==> config.mk <==
export PLATFORM = sky130hd
export DESIGN_NAME = fmrsp_decode
export DESIGN_NICKNAME = d
export VERILOG_FILES = /design/src/hdl/fmrsp_pkg.sv /design/src/hdl/fmrsp_decode.sv
export SDC_FILE = /design/constraint.sdc
export NUM_CORES = 1
export LEC_CHECK = 0
export BUFFER_PORTS_ARGS = -buffer_cell sky130_fd_sc_hd__buf_2
export CAP_MARGIN = 20
export CORE_AREA = 2 2 39 41
export DETAILED_ROUTE_END_ITERATION = 8
export DIE_AREA = 0 0 41 43
export PLACE_DENSITY = 0.55
export SLEW_MARGIN = 10
export SYNTH_ARGS = -nofsm -noshare
export SYNTH_HDL_FRONTEND = slang
export SYNTH_SLANG_ARGS = --single-unit
==> constraint.sdc <==
create_clock -name vclk -period 6.4
set_clock_uncertainty 0.1 [all_clocks]
set_input_delay 1.92 -clock vclk [all_inputs]
set_output_delay 1.92 -clock vclk [all_outputs]
set_load 0.01 [all_outputs]
==> src/hdl/fmrsp_pkg.sv <==
// Package: shared types, codes and field helpers for the FM register shadow capture block.
package fmrsp_pkg;

  localparam int TABLE_ENTRIES_DEF = 64;
  localparam int OP_W = 43;
  localparam int CH_W = 6;
  localparam int NUM_CH = 6;
  localparam int NUM_SLOT = 24;
  localparam int SLOT_AW = 5;

  localparam logic [7:0] REG_DAC = 8'h2b;
  localparam logic [7:0] REG_KEY = 8'h28;
  localparam logic [7:0] REG_LO = 8'h30;
  localparam logic [7:0] REG_HI = 8'hb3;
  localparam logic [3:0] GRP_CHAN = 4'hb;
  localparam logic [6:0] LEVEL_MAX = 7'h7e;
  localparam logic [2:0] CH_DAC = 3'd5;

  typedef enum logic [2:0] {
    EV_STORED = 3'd0,
    EV_IGNORED = 3'd1,
    EV_UNCHANGED = 3'd2,
    EV_MATCHED = 3'd3,
    EV_ADDED = 3'd4,
    EV_SILENT = 3'd5,
    EV_FULL = 3'd6
  } event_t;

  typedef enum logic [2:0] {
    WK_IGN,
    WK_DAC,
    WK_KEY,
    WK_CHAN,
    WK_OP
  } wkind_t;

  typedef struct packed {
    wkind_t kind;
    logic [2:0] ch;
    logic [SLOT_AW-1:0] slot;
    logic [3:0] grp;
    logic key_bad;
  } dec_t;

  typedef enum logic [2:0] {
    S_IDLE,
    S_SHRD,
    S_SHWR,
    S_KRD,
    S_KDEC,
    S_SRCH,
    S_APP,
    S_OUT
  } state_t;

  // detune codes 4..7 fold to 0,-1,-2,-3 (three-bit two's complement)
  function automatic logic [2:0] dt_map(input logic [2:0] c);
    logic [2:0] r;
    if (c[2] == 1'b0) begin
      r = c;
    end else begin
      r = 3'(3'd0 - {1'b0, c[1:0]});
    end
    return r;
  endfunction

  function automatic logic [OP_W-1:0] op_merge(input logic [OP_W-1:0] w,
                                               input logic [3:0] grp,
                                               input logic [7:0] v);
    logic [OP_W-1:0] r;
    r = w;
    unique case (grp)
      4'h3: begin
        r[2:0] = dt_map(v[6:4]);
        r[6:3] = v[3:0];
      end
      4'h4: r[13:7] = v[6:0];
      4'h5: begin
        r[15:14] = v[7:6];
        r[20:16] = v[4:0];
      end
      4'h6: r[25:21] = v[4:0];
      4'h7: r[30:26] = v[4:0];
      4'h8: begin
        r[38:35] = v[7:4];
        r[34:31] = v[3:0];
      end
      4'h9: r[42:39] = v[3:0];
      default: r = w;
    endcase
    return r;
  endfunction

endpackage

==> src/hdl/fmrsp_decode.sv <==
// Register write decoder: classifies one write and derives channel and slot.
module fmrsp_decode (
  input  logic            bank,
  input  logic [7:0]      register_address,
  input  logic [7:0]      write_value,
  output fmrsp_pkg::dec_t dec
);
  import fmrsp_pkg::*;

  logic [2:0] op_ch;
  logic [2:0] key_ch;

  assign op_ch = 3'(register_address[1:0]) + (bank ? 3'd3 : 3'd0);
  assign key_ch = write_value[2] ? 3'(3'd3 + 3'(write_value[1:0]))
                                 : {1'b0, write_value[1:0]};

  always_comb begin
    dec.grp = register_address[7:4];
    dec.slot = {op_ch, register_address[3:2]};
    dec.ch = op_ch;
    dec.key_bad = (write_value[1:0] == 2'd3) || (write_value[7:4] == 4'd0);
    priority if (!bank && register_address == REG_DAC) begin
      dec.kind = WK_DAC;
    end else if (!bank && register_address == REG_KEY) begin
      dec.kind = WK_KEY;
      dec.ch = key_ch;
    end else if (register_address < REG_LO || register_address > REG_HI ||
                 register_address[1:0] == 2'd3) begin
      dec.kind = WK_IGN;
    end else if (register_address[7:4] == GRP_CHAN) begin
      dec.kind = WK_CHAN;
    end else if (register_address[7:4] == 4'ha) begin
      dec.kind = WK_IGN;
    end else begin
      dec.kind = WK_OP;
    end
  end

endmodule

=== Yosys cells after proc, flatten, opt, wreduce, memory -nomap -nowiden ===
Cells that the tools add are included.

* Add/sub/neg operators: 2
* $lt $le $gt $ge: 2
* Equal/unequal tests: 6
* Multiplexer cells: 9
* Reductions and logical operators: 7

{| class="wikitable"
|+ Operators with widths
! kind !! count
|-
| $mux W3 || 8
|-
| $eq A8 B6 Y1 const B || 2
|-
| $eq A4 B4 Y1 const B || 2
|-
| $gt A8 B8 Y1 const B || 1
|-
| $lt A8 B6 Y1 const B || 1
|-
| $eq A2 B2 Y1 const B || 2
|-
| $logic_not A4 Y1 || 1
|-
| $add A2 B2 Y3 || 1
|-
| $add A2 B2 Y3 const A || 1
|-
| $logic_or A1 B1 Y1 || 3
|-
| $logic_and A1 B1 Y1 || 2
|-
| $mux W2 || 1
|-
| $logic_not A1 Y1 || 1
|}

* Register bits after elaboration: 0
* Bits of input ports: 17
* Output and inout port bits: 16
* Word-level logic and storage cells: 26

=== Logic depth before layout (Yosys ltp) ===
* Depth after elaboration: 6
* Mapped depth: 4
* Gate-level depth less buffers: 4

=== Worst setup path after synthesis ===
OpenSTA, ideal clock, no wires.

* Kind: in2out
* Start: input port bank
* End: output port dec[11] (netlist bit)
* Data arrival time: 2.945 ns
* Data required time: 4.380 ns
* Path slack: 1.435 ns
* Stages on the path: 3
* Buffers on the path: 0
* Cells stage by stage: ha_1 > fa_1 > mux2_1

{| class="wikitable"
|+ RTL lines
! what !! line !! RTL
|-
| start, declared || fmrsp_decode.sv:3 || <nowiki>input logic bank,</nowiki>
|-
| end, declared || fmrsp_decode.sv:6 || <nowiki>output fmrsp_pkg::dec_t dec</nowiki>
|}

==> results.md <==
- Status: finished clean
- PD cells: 65.84 nW/um^2
- Critical Path Fanout Max: 3
- Place WS: 1.176 ns
- Core area: 1384 sq um
- Finished Layout Cells: 76
- Worst setup EP type: primary output
- DR pass1 iterations: 2
- Reg power frac: 0
- Max Fclk: 0.1918 GHz
- Fraction of layout cells with a size suffix above 1: 0.5833
- GPL Wtd Cong: 0.6238
- Routed WL per cell: 8.776 microns
- IR drop worst, VDD: 27.14 uV
- Leading area contributor after synthesis: buf_4
- FP Rows: 14
- CP Launch Point: bank
- GR Layer Usage met3: 0
- Cell family with most CP delay: simple AND/OR/NAND/NOR gates
- Fin crit period: 5.213 ns
- Slew Limit Headroom: 0.8216
- Die area: 1763 sq um
- Gr ovfl total: 0
- Placed Cells: 76
- HP Start: register_address[3]
- Setup WS post-layout: 1.187 ns
- I/O pin total: 33
- Util after Layout: 0.3047
- Hold Crit Depth: 2
- # resized after CTS: 0
- Initial antenna violation count: 0
- Largest net degree at the start of global routing: 6
- Antenna diodes: 0
- Vias in the first global route: 261
- Die H: 43 microns
- Area Growth Syn to Fin: 47.16%
- Final setup TNS: 0 ns
- Global routing's busiest layer: met2
- Final Max Slew Viols: 0
- Antenna violation net count after detailed routing: 0
- Max-Cap Viols: 0
- DR vias: 342
- Slowest stage cell, crit path: mux2_1
- Worst Hold Class: in2out
- Fin nets: 83
- Internal cell power: 0.00001322 W
- Worst path max stage delay: 0.35 ns
- Vias per Instance: 4.500
- Multi-input logic area: 230.2 sq um
- Sequential Area: 0 sq um
- CP Buf/Inv Count: 2
- Tot Pwr: 0.00002776 W
- Initial Utilization: 0.2071
- Worst setup path class: in2out
- Final setup viols: 0
- Commonest non-fill, non-tap cell in the layout: buf_2
- FFs & Latches: 0
- Most frequent cells in the layout: 32 x buf_2, 3 x mux2_1, 3 x inv_1, 3 x ha_1, 2 x nor2_1
- Slew @ Worst Pin: 0.2639 ns
- CP Launch Type: input pin
- Final hold vios: 0
- Avg Cell Area, Syn: 8.427 sq um
- Syn Inst Count: 34
- Post-CTS Hold Fix Bufs: 0
- Net Sw Power: 0.00001454 W
- Req. time, crit path: 4.38 ns
- Sequential area share after synthesis: 0
- Final WL: 667 microns
- Unrepaired setup endpoints after global routing: false
- DRC Markers: 0
- Share of the synthesized area in the top cell type: 0.1572
- Die W: 41 microns
- Port buffer count: 32
- Critical Path AT: 3.19 ns
- Clkbuf count: 0
- Total GRT Usage: 0.07114
- Fillers: 163
- Synthesized area: 286.5 sq um
- Global-route wire length before repair: 972 microns
- Post-DP HPWL: 615.6 microns
- Clock Power Share: 0
- M2 GR Usage: 0.1344
- Top cells by area, synth: buf_4 16%, ha_1 13%, mux2_1 12%
- CP most frequent cell: buf_2
- Drt first-iter violations: 3
- GR Util met1: 0.08946
- Yosys warning count: 0
- Net Sw Frac: 0.5239
- Cell variety after synth: 22
- Cell chain of the critical path: buf_2, nor4b_2, nand3_2, nor3_4, mux2_1, buf_2
- Combinational share of power: 1.000
- Syn nets: 55
- Final period util: 0.8146
- Setup repair bufs after CTS: 0
- Pleak: 0.2329 nW
- Hold path endpoint: dec[6]
[layer usage]
metal / vias to the layer above / wire, microns
met1: 145 / 275
met4: 0 / 0
li1: 171 / -
met5: - / 0
met2: 26 / 294
met3: 0 / 97
[synth_stat cells]
cell     instances
o41ai_1          1
nor2b_1          1
nand3_2          1
xor2_1           1
nor3_4           1
ha_1             3
a211o_1          1
and3_1           1
o21ai_0          1
mux2i_1          1
fa_1             1
nand3_1          1
mux2_1           3
inv_1            3
a21oi_1          1
o22ai_1          1
nor4b_1          1
nor2_1           2
nor4b_2          1
o21a_1           1
nand2_1          1
buf_4            6
[power groups by stage]
| stage | logic [W] | clock network [W] | registers, W |
|---|---|---|---|
| after detailed placement | 0.0000280 | 0 | 0 |
| after global placement | 0.0000279 | 0 | 0 |
| after CTS | 0.0000283 | 0 | 0 |
| final | 0.0000278 | 0 | 0 |
| after global routing | 0.0000311 | 0 | 0 |
| after floorplan | 0.0000152 | 0 | 0 |
[how the worst max path moves through the flow]
stage,endpoint,slack [ns],cells after the start
4_1_cts,dec[11],1.17,6
3_3_place_gp,dec[12],1.18,6
6_report,dec[11],1.19,6
5_1_grt,dec[10],1.08,6
3_5_place_dp,dec[11],1.18,6
2_1_floorplan,dec[11],1.43,3
[per-stage QoR]
step	hold slack, ns	area (sq um)
after global routing	3.971	421.7
after detailed placement	3.962	421.7
after floorplan	3.817	286.5
after CTS	3.963	421.7
final	3.956	421.7
after global placement	3.952	421.7
[cells by family after synthesis]
| family | share of synthesized area |
|---|---|
| fa+ha+maj | 0.2009 |
| mux | 0.1528 |
| buf+inv | 0.1965 |
| compound gates | 0.1441 |
| xor+xnor | 0.03057 |
| simple gates | 0.2751 |
[final cells by class]
type,instances,area share
Multi-Input combinational cell,25,0.5460
Timing Repair Buffer,32,0.3798
Tap cell,16,0.04748
Inverter,3,0.02671
No activity file was read; power rests on OpenSTA's default activity.
