$ cat config.mk
export PLATFORM = sky130hd
export DESIGN_NAME = fmrsp_ram
export DESIGN_NICKNAME = d
export VERILOG_FILES = /design/src/hdl/fmrsp_ram.sv
export SDC_FILE = /design/constraint.sdc
export NUM_CORES = 1
export LEC_CHECK = 0
export BUFFER_PORTS_ARGS = -buffer_cell sky130_fd_sc_hd__buf_2
export CAP_MARGIN = 10
export CORE_MARGIN = 4
export CORE_UTILIZATION = 65
export CTS_CLUSTER_SIZE = 16
export DETAILED_ROUTE_END_ITERATION = 6
export GPL_TIMING_DRIVEN = 1
export PLACE_DENSITY = 0.85
export SKIP_CTS_REPAIR_TIMING = 1
export SLEW_MARGIN = 15
export SYNTH_ARGS = -nofsm -noshare
export SYNTH_HDL_FRONTEND = slang
export SYNTH_SLANG_ARGS = --single-unit
$ cat constraint.sdc
create_clock -name clk -period 3.1 [get_ports clk]
set_input_delay 0.62 -clock clk [delete_from_list [all_inputs] [get_ports clk]]
set_output_delay 0.62 -clock clk [all_outputs]
set_load 0.01 [all_outputs]
$ cat src/hdl/fmrsp_ram.sv
// Generic single-port-write, registered-read RAM.
module fmrsp_ram #(
  parameter int W = 8,
  parameter int D = 16,
  localparam int AW = $clog2(D > 1 ? D : 2)
) (
  input  logic          clk,
  input  logic          we,
  input  logic [AW-1:0] waddr,
  input  logic [W-1:0]  wdata,
  input  logic [AW-1:0] raddr,
  output logic [W-1:0]  rdata
);

  logic [W-1:0] mem [D];
  logic [W-1:0] rdata_r;

  always_ff @(posedge clk) begin
    if (we) begin
      mem[waddr] <= wdata;
    end
    rdata_r <= mem[raddr];
  end

  assign rdata = rdata_r;

endmodule

# Word level (Yosys, flattened, before mapping)
# Memories as Yosys holds them, arrays and structs flattened. A register that Yosys moved wholly into a read port is not among the register bits.
# Index checks and enable logic that the tools add are counted.
# W data, S select, Z words.
[op_classes]
mux = 2
[ops]
columns = ["cell", "count"]
rows = [
  ["$mux W1", 2],
]
[totals]
output_inout_bits = 8
wordCells = 3
reg_bits = 0
in_bits = 18
memories = 1
ramBits = 128
[mem_list]
columns = ["memory", "words", "word_bits", "rd", "rd_ports_with_merged_regs", "wr", "line", "rtl"]
rows = [
  ["mem", 16, 8, 1, 1, 1, "15", "logic [W-1:0] mem [D];"],
]

# Depth between registers and ports, before layout
# Gate-level depths: netlist of the first run.
[depth]
ltp_word = 2
depth_mapped = 5
depth_no_buf = 3

# Least setup slack after synthesis of the first run
# No wires, ideal clock.
[synth_timing]
path_kind = "input to register"
startpoint = "input port waddr[2]"
endpoint = "memory mem[0][0], enable pin"
path_stages = 2
path_buffers = 0
arrival_ns = 1.730
setup_time_ns = 0.383
t_required_ns = 2.717
slack_ns = 0.987
cell_sequence = "or3b_2 > nor3_1"
[synth_rtl]
columns = ["element", "line", "rtl"]
rows = [
  ["from (decl)", "9", "input logic [AW-1:0] waddr,"],
  ["to (decl)", "15", ""],
]
# No word-level cell before the write port.

# Worst setup path in the final report of the first run
[layout_timing]
startpoint = "register rdata_r[4], in the netlist rdata[4] (read register of mem)"
endpoint = "output port rdata[4]"
[layout_rtl]
columns = ["element", "line", "rtl"]
rows = [
  ["from (decl)", "16", "logic [W-1:0] rdata_r;"],
  ["to (decl)", "12", "output logic [W-1:0] rdata"],
]
# No word-level cell between the ends.

==> summary.txt, run 1 <==
Outcome
  – Run status: finished, final reports clean

Worst setup path
  – Startpoint types: flip-flop
  – RR Endpoint: rdata[7]
  – CP max-delay cell: dfxtp_1
  – Max stage delay on crit path: 380 ps
  – Worst EP arrival: 1060 ps
  – FF-to-FF Start: mem[3][7]
  – Delay-heaviest family, CP: flip-flops
  – CP endpoint kind: primary output
  – Max FO, Critical Path: 1
  – CP required: 2480 ps
  – Reg2reg path depth: 3
  – Crit Path Class: flip-flop to primary output
  – Reg2Reg Setup Slack: 1650 ps
  – Worst-path cell chain: buf_2
  – Buf/Inv on CP: 1

Placement
  – IO Port Bufs: 25
  – DP Wirelength: 5.882 mm
  – Placement Setup Slack: 952.8 ps
  – Global placer's final weighted congestion: 0.7568

Synthesis
  – Synth Instances: 229
  – Synth unique cells: 19
  – Syn Nets: 247
  – Syn. warnings: 0
  – Post-synthesis sequential element count: 136
  – Synth Cell Area: 5147 sq um
  – Mean Syn Cell Area: 22.48 sq um
  – Seq/Total Area, Yosys: 77.78%

Route
  – DR vias/cell: 6.536
  – Metal1 wirelength: 3.866 mm
  – Top Layer Used: met4
  – DRT Pass-1 Iters: 4
  – Wirelength, routed: 10.37 mm
  – Initial DRC Count: 242
  – Routed length on met3: 999 microns
  – DRC violations left: 0
  – Metal2 WL: 5.230 mm
  – Via count: 2,536
  – Wire per inst: 26.72 microns
  – Antenna-violating nets left: 0

Global routing
  – Grt ovf: 0
  – Largest net degree at the start of global routing: 33
  – First-pass GRT wire length: 16.03 mm
  – Initial antenna violation count: 0
  – GRT Resource Usage Total: 24.06%
  – Vias in the first global route: 2,637

Worst hold path
  – Hold_sp: wdata[5]
  – Cells on Worst Hold Path: 1
  – Hold Path End: mem[14][5]
  – Tightest Hold Check Type: primary input to flip-flop

STA
  – Worst Tran Pin Value: 914.7 ps
  – RSZ-0062 raised after global routing: false
  – Final count of pins violating max slew: 0
  – Layout Skew: 4.418 ps
  – Slew headroom: 38.79%
  – Tmin final: 1680 ps
  – Final setup fails: 0
  – Fmax achieved: 0.5951 GHz
  – Count of final hold-check violations: 0
  – Setup TNS: 0 ps
  – Final Cycle Share: 54.21%
  – Fin worst setup slack: 1420 ps

Cells and area
  – Multi-input logic area: 1057 sq um
  – Antenna Cells: 0
  – FF/Latch Area: 4004 sq um
  – Area delta synth->final: 15.99%
  – Layout Nets: 291
  – Share of layout cells above drive strength 1: 29.72%
  – Fill cells: 398

Pwr
  – Internal cell power: 3.282 mW
  – Comb power frac: 4.5%
  – Maximum vdd drop: 0.5075 mV
  – Psw: 890.5 uW
  – Sequential share of power: 49.6%
  – Sw frac: 21.34%
  – Clock Power Share: 45.8%
  – Leak: 2.015 nW
  – PwrDens: 698.8 nW/um^2

Die
  – Initial Utilization: 66.61%
  – Core area: 7727 sq um
  – # IOs: 26
  – Die H: 96.99 microns
  – Die area: 9407 sq um
  – Number of core rows: 32
  – Die width: 96.99 microns

Clock tree
  – CTS tree: done
  – H-Tree Depth: 4
  – Clock transition at path regs: 60 ps
  – Cts bufs inserted: 17
  – Root buffer cell: clkbuf_8
  – CTS max path bufs: 2
  – Clock latency on the worst-skew pair: 520 ps
  – Clock Sinks: 136

Flow run
  – Max_cap viols: 0
## sequential cells by signal, summed over array words and instances (netlist names)
register / flops
mem: 128
rdata: 8
## metrics by stage
stage	total power, mW	hold WS [ps]	util [%]	area [sq um]	cells
after floorplan	2.213	629.3	-	5147	229
after global placement	2.284	652.1	69.90	5401	356
after detailed placement	2.293	669.9	69.90	5401	356
after CTS	4.187	467.8	77.27	5971	388
after global routing	4.287	479.7	77.27	5971	388
final	4.172	481.3	77.27	5971	388
## how the worst max path moves through the flow
stage                     slack (ps)         to      from  depth (start not counted)
after detailed placement         950   rdata[0]  raddr[1]                          5
after CTS                       1410   rdata[4]  rdata[4]                          1
after global placement           960   rdata[1]  raddr[1]                          5
after global routing            1380   rdata[6]  raddr[1]                          5
after floorplan                  990  mem[0][0]  waddr[2]                          2
final                           1420   rdata[4]  rdata[4]                          1
## cell families after synthesis
group,Yosys count,synth area share (%)
buffers and inverters,10,1.677
flip-flops,136,77.78
AND/OR/NAND/NOR,35,3.184
multiplexers,32,15.02
AO/OA/AOI/OAI,16,2.334
## final cells by class
class                           count  share of cell area, %
Clock buffer                       18                  6.999
Timing Repair Buffer               35                  3.562
Sequential cell                   136                  67.06
Multi-Input combinational cell     83                  17.71
Clock inverter                     14                  2.536
Tap cell                          102                  2.137
## synth_stat cells, drive strengths merged
cell type      instances  area (sq um)
and2                   1         6.260
and2b                  1         7.510
clkdlybuf4s25          3         30.03
mux4                  32         773.2
nor2                  13         48.80
or3b                   1         8.760
buf                    7         56.30
nand3                  1         5.000
nor2b                  1         6.260
dfxtp                  8         160.2
a22oi                 16         120.1
nor3                   4         20.02
nand3b                 2         15.01
nand2                  9         33.78
edfxtp               128          3844
nand2b                 2         12.51
## power by group through the flow
stage | logic [mW] | registers (mW) | clock network (mW)
6_report | 0.188 | 2.07 | 1.91
5_1_grt | 0.203 | 2.07 | 2.01
3_5_place_dp | 0.186 | 2.11 | 0
3_3_place_gp | 0.180 | 2.10 | 0
4_1_cts | 0.190 | 2.07 | 1.93
2_1_floorplan | 0.104 | 2.11 | 0
## cells in the final DEF (no fill, tap or decap), types with 8 or more instances in the layout
| cell type | synthesis | routed |
|---|---|---|
| nor2_1 | 13 | 13 |
| buf_2 | 3 | 25 |
| a22oi_1 | 16 | 16 |
| mux4_1 | 14 | 14 |
| nand2_1 | 9 | 9 |
| edfxtp_1 | 128 | 128 |
| mux4_2 | 18 | 18 |
| clkbuf_16 | 0 | 16 |
| buf_4 | 1 | 9 |
| dfxtp_1 | 8 | 8 |
## routing by layer
metal  GRT usage, %  vias to the layer above
met2          37.85                      133
met5              0                        -
met1          31.88                     1315
met3          6.633                       28
met4          10.80                        0
li1               -                     1060
Note: power is estimated with default switching activity, not from simulation.
==> inputs of run 2 (changes only) <==
--- a/config.mk
+++ b/config.mk
@@ -5,14 +5,15 @@
 export SDC_FILE = /design/constraint.sdc
 export NUM_CORES = 1
 export LEC_CHECK = 0
+export ABC_AREA = 1
 export BUFFER_PORTS_ARGS = -buffer_cell sky130_fd_sc_hd__buf_2
 export CAP_MARGIN = 10
 export CORE_MARGIN = 4
-export CORE_UTILIZATION = 65
+export CORE_UTILIZATION = 55
 export CTS_CLUSTER_SIZE = 16
 export DETAILED_ROUTE_END_ITERATION = 6
 export GPL_TIMING_DRIVEN = 1
-export PLACE_DENSITY = 0.85
+export PLACE_DENSITY = 0.76
 export SKIP_CTS_REPAIR_TIMING = 1
 export SLEW_MARGIN = 15
 export SYNTH_ARGS = -nofsm -noshare
==> constraint.sdc (replaced) <==
create_clock -name clk -period 1.4 [get_ports clk]
set_input_delay 0.28 -clock clk [delete_from_list [all_inputs] [get_ports clk]]
set_output_delay 0.28 -clock clk [all_outputs]
set_load 0.01 [all_outputs]
==> run 2 against run 1 <==
Non-clock buffer count rose by 16. Sequential power rose by 120%. Die area grew 30%. Final area grew 12%. Flip-flop and latch count is the same. Clock power up 110%. Critical path depth stayed put. Clock-buffer cell count is 1 lower. Utilization decreased by 12 points. Total power grew 120%. Highest routed layer unchanged.
==> summary.txt, run 2 <==
Outcome
  – Run status: finished, final reports clean

Worst setup path
  – CP required: 1120 ps
  – Max stage delay on crit path: 330 ps
  – Worst EP arrival: 990 ps
  – Delay-heaviest family, CP: flip-flops
  – Startpoint types: flip-flop
  – Crit Path Class: flip-flop to primary output
  – Worst-path cell chain: buf_2
  – Buf/Inv on CP: 1
  – CP max-delay cell: dfxtp_1
  – CP endpoint kind: primary output
  – Max FO, Critical Path: 1

STA
  – Fin worst setup slack: 132.9 ps
  – Worst Tran Pin Value: 370.0 ps
  – RSZ-0062 raised after global routing: false
  – Fmax achieved: 0.7892 GHz
  – Final setup fails: 0
  – Count of final hold-check violations: 0
  – Final count of pins violating max slew: 0
  – Layout Skew: 5.227 ps
  – Final Cycle Share: 90.50%
  – Slew headroom: 75.33%
  – Tmin final: 1267 ps
  – Setup TNS: 0 ps

Clock tree
  – Clock latency on the worst-skew pair: 530 ps
  – Clock transition at path regs: 60 ps
  – Clock Sinks: 136
  – H-Tree Depth: 4
  – CTS max path bufs: 2
  – CTS tree: done
  – Cts bufs inserted: 17
  – Root buffer cell: clkbuf_8

Die
  – Die width: 110.4 microns
  – Core area: 10,280 sq um
  – Die area: 12,190 sq um
  – # IOs: 26
  – Initial Utilization: 56.11%
  – Number of core rows: 37
  – Die H: 110.4 microns

Synthesis
  – Seq/Total Area, Yosys: 69.43%
  – Mean Syn Cell Area: 10.47 sq um
  – Synth unique cells: 12
  – Synth top area cells: edfxtp_1, nand2_1, nand3_1
  – Number of flops mapped to enable cells by yosys: 128
  – Synth Cell Area: 5767 sq um
  – Syn. warnings: 0
  – Synth Instances: 551
  – Ys flop type: edfxtp_1
  – Most frequent cells after synthesis: nand2_1, edfxtp_1, inv_1, nand3_1, nor2_1
  – Post-synthesis sequential element count: 136
  – Syn Nets: 569
  – Top-area cell type share of the netlist area: 66.65%
  – Post-synthesis async set-or-reset flop share: 0%
  – Largest area contributor in the netlist: edfxtp_1
  – Count leader, synth: nand2_1

Cells and area
  – Post-Route Utilization: 65.05%
  – Layout Nets: 615
  – Max FFs per register: 128
  – Share of layout cells above drive strength 1: 13.77%
  – Most frequent cells in the layout: nand2_1, edfxtp_1, inv_1, nand3_1, buf_2
  – Area delta synth->final: 15.93%
  – Most common cell after layout, fill and taps aside: nand2_1
  – Antenna Cells: 0
  – Biggest register: mem

Pwr
  – Maximum vdd drop: 0.8808 mV
  – PwrDens: 1377 nW/um^2
  – Leak: 2.922 nW

Route
  – Wirelength, routed: 12.49 mm
  – DRC violations left: 0
  – Wire per inst: 16.75 microns
  – Via count: 3,900
  – DRT Pass-1 Iters: 5
  – Initial DRC Count: 408
  – Antenna-violating nets left: 0
  – DR vias/cell: 5.228

Placement
  – Placement Setup Slack: 66.51 ps
  – DP Wirelength: 7.593 mm
  – IO Port Bufs: 25
  – Global placer's final weighted congestion: 0.9539

Global routing
  – Grt ovf: 0
  – Initial antenna violation count: 0
  – Largest net degree at the start of global routing: 65
  – Vias in the first global route: 3,874
  – First-pass GRT wire length: 19.58 mm
  – GRT Resource Usage Total: 22.89%

Worst hold path
  – Tightest Hold Check Type: primary input to flip-flop

Flow run
  – Max_cap viols: 0
-- run 2: cell types whose count changed after synthesis, moves of 14 or more --
cell / before / now
a22oi_1: 16 / 0
inv_1: 0 / 100
mux4_1: 14 / 0
mux4_2: 18 / 0
nand2_1: 9 / 173
nand3_1: 1 / 97
-- run 2: per-layer routing --
metal  track usage (%)  part of all wire [%]  vias up
met2             37.61                    50      165
met4             9.938                   2.0        0
met3             5.999                   7.7       22
met1             28.79                    40     1845
li1                  -                     -     1868
met5                 0                     0        -
-- run 2: worst paths after layout --
| path | slack (ps) | start | depth (start not counted) | to |
|---|---|---|---|---|
| worst min-delay path | 60 | raddr[3] | 3 | rdata[6] |
| worst min register to register | 670 | mem[10][6] | 6 | rdata[6] |
| worst max-delay path | 130 | rdata[1] | 1 | rdata[1] |
| worst max register to register | 390 | mem[1][4] | 6 | rdata[4] |
-- run 2: logic make-up (layout without fill, tap and decap cells) --
kind of cell	after synthesis	after routing	synth area share [%]
buffers and inverters	126	185	9.525
DFF	136	136	69.43
and+or+nand+nor	289	289	21.05
-- run 2: layout make-up --
type | count | area, sq um
clock buffers | 17 | 414.1
clock inverters | 15 | 130.1
fillers | 802 | 3592
inverters | 102 | 382.9
multi-input cells | 289 | 1214
flip-flops and latches | 136 | 4004
well taps | 136 | 170.2
repair buffers | 51 | 370.4
-- run 2: through the flow --
step | instances | total power [mW] | hold WS, ps | cell area, sq um
6_report | 746 | 9.206 | 57.53 | 6685
3_5_place_dp | 714 | 5.240 | 581.2 | 6141
2_1_floorplan | 551 | 4.993 | 378.9 | 5767
3_3_place_gp | 714 | 5.217 | 567.4 | 6141
4_1_cts | 746 | 9.262 | 30.39 | 6685
5_1_grt | 746 | 9.529 | 84.29 | 6685
-- run 2: report_power, final --
group | internal, mW | switching (mW)
clock network | 2.35 | 1.70
registers | 4.55 | 0.0241
logic | 0.184 | 0.399
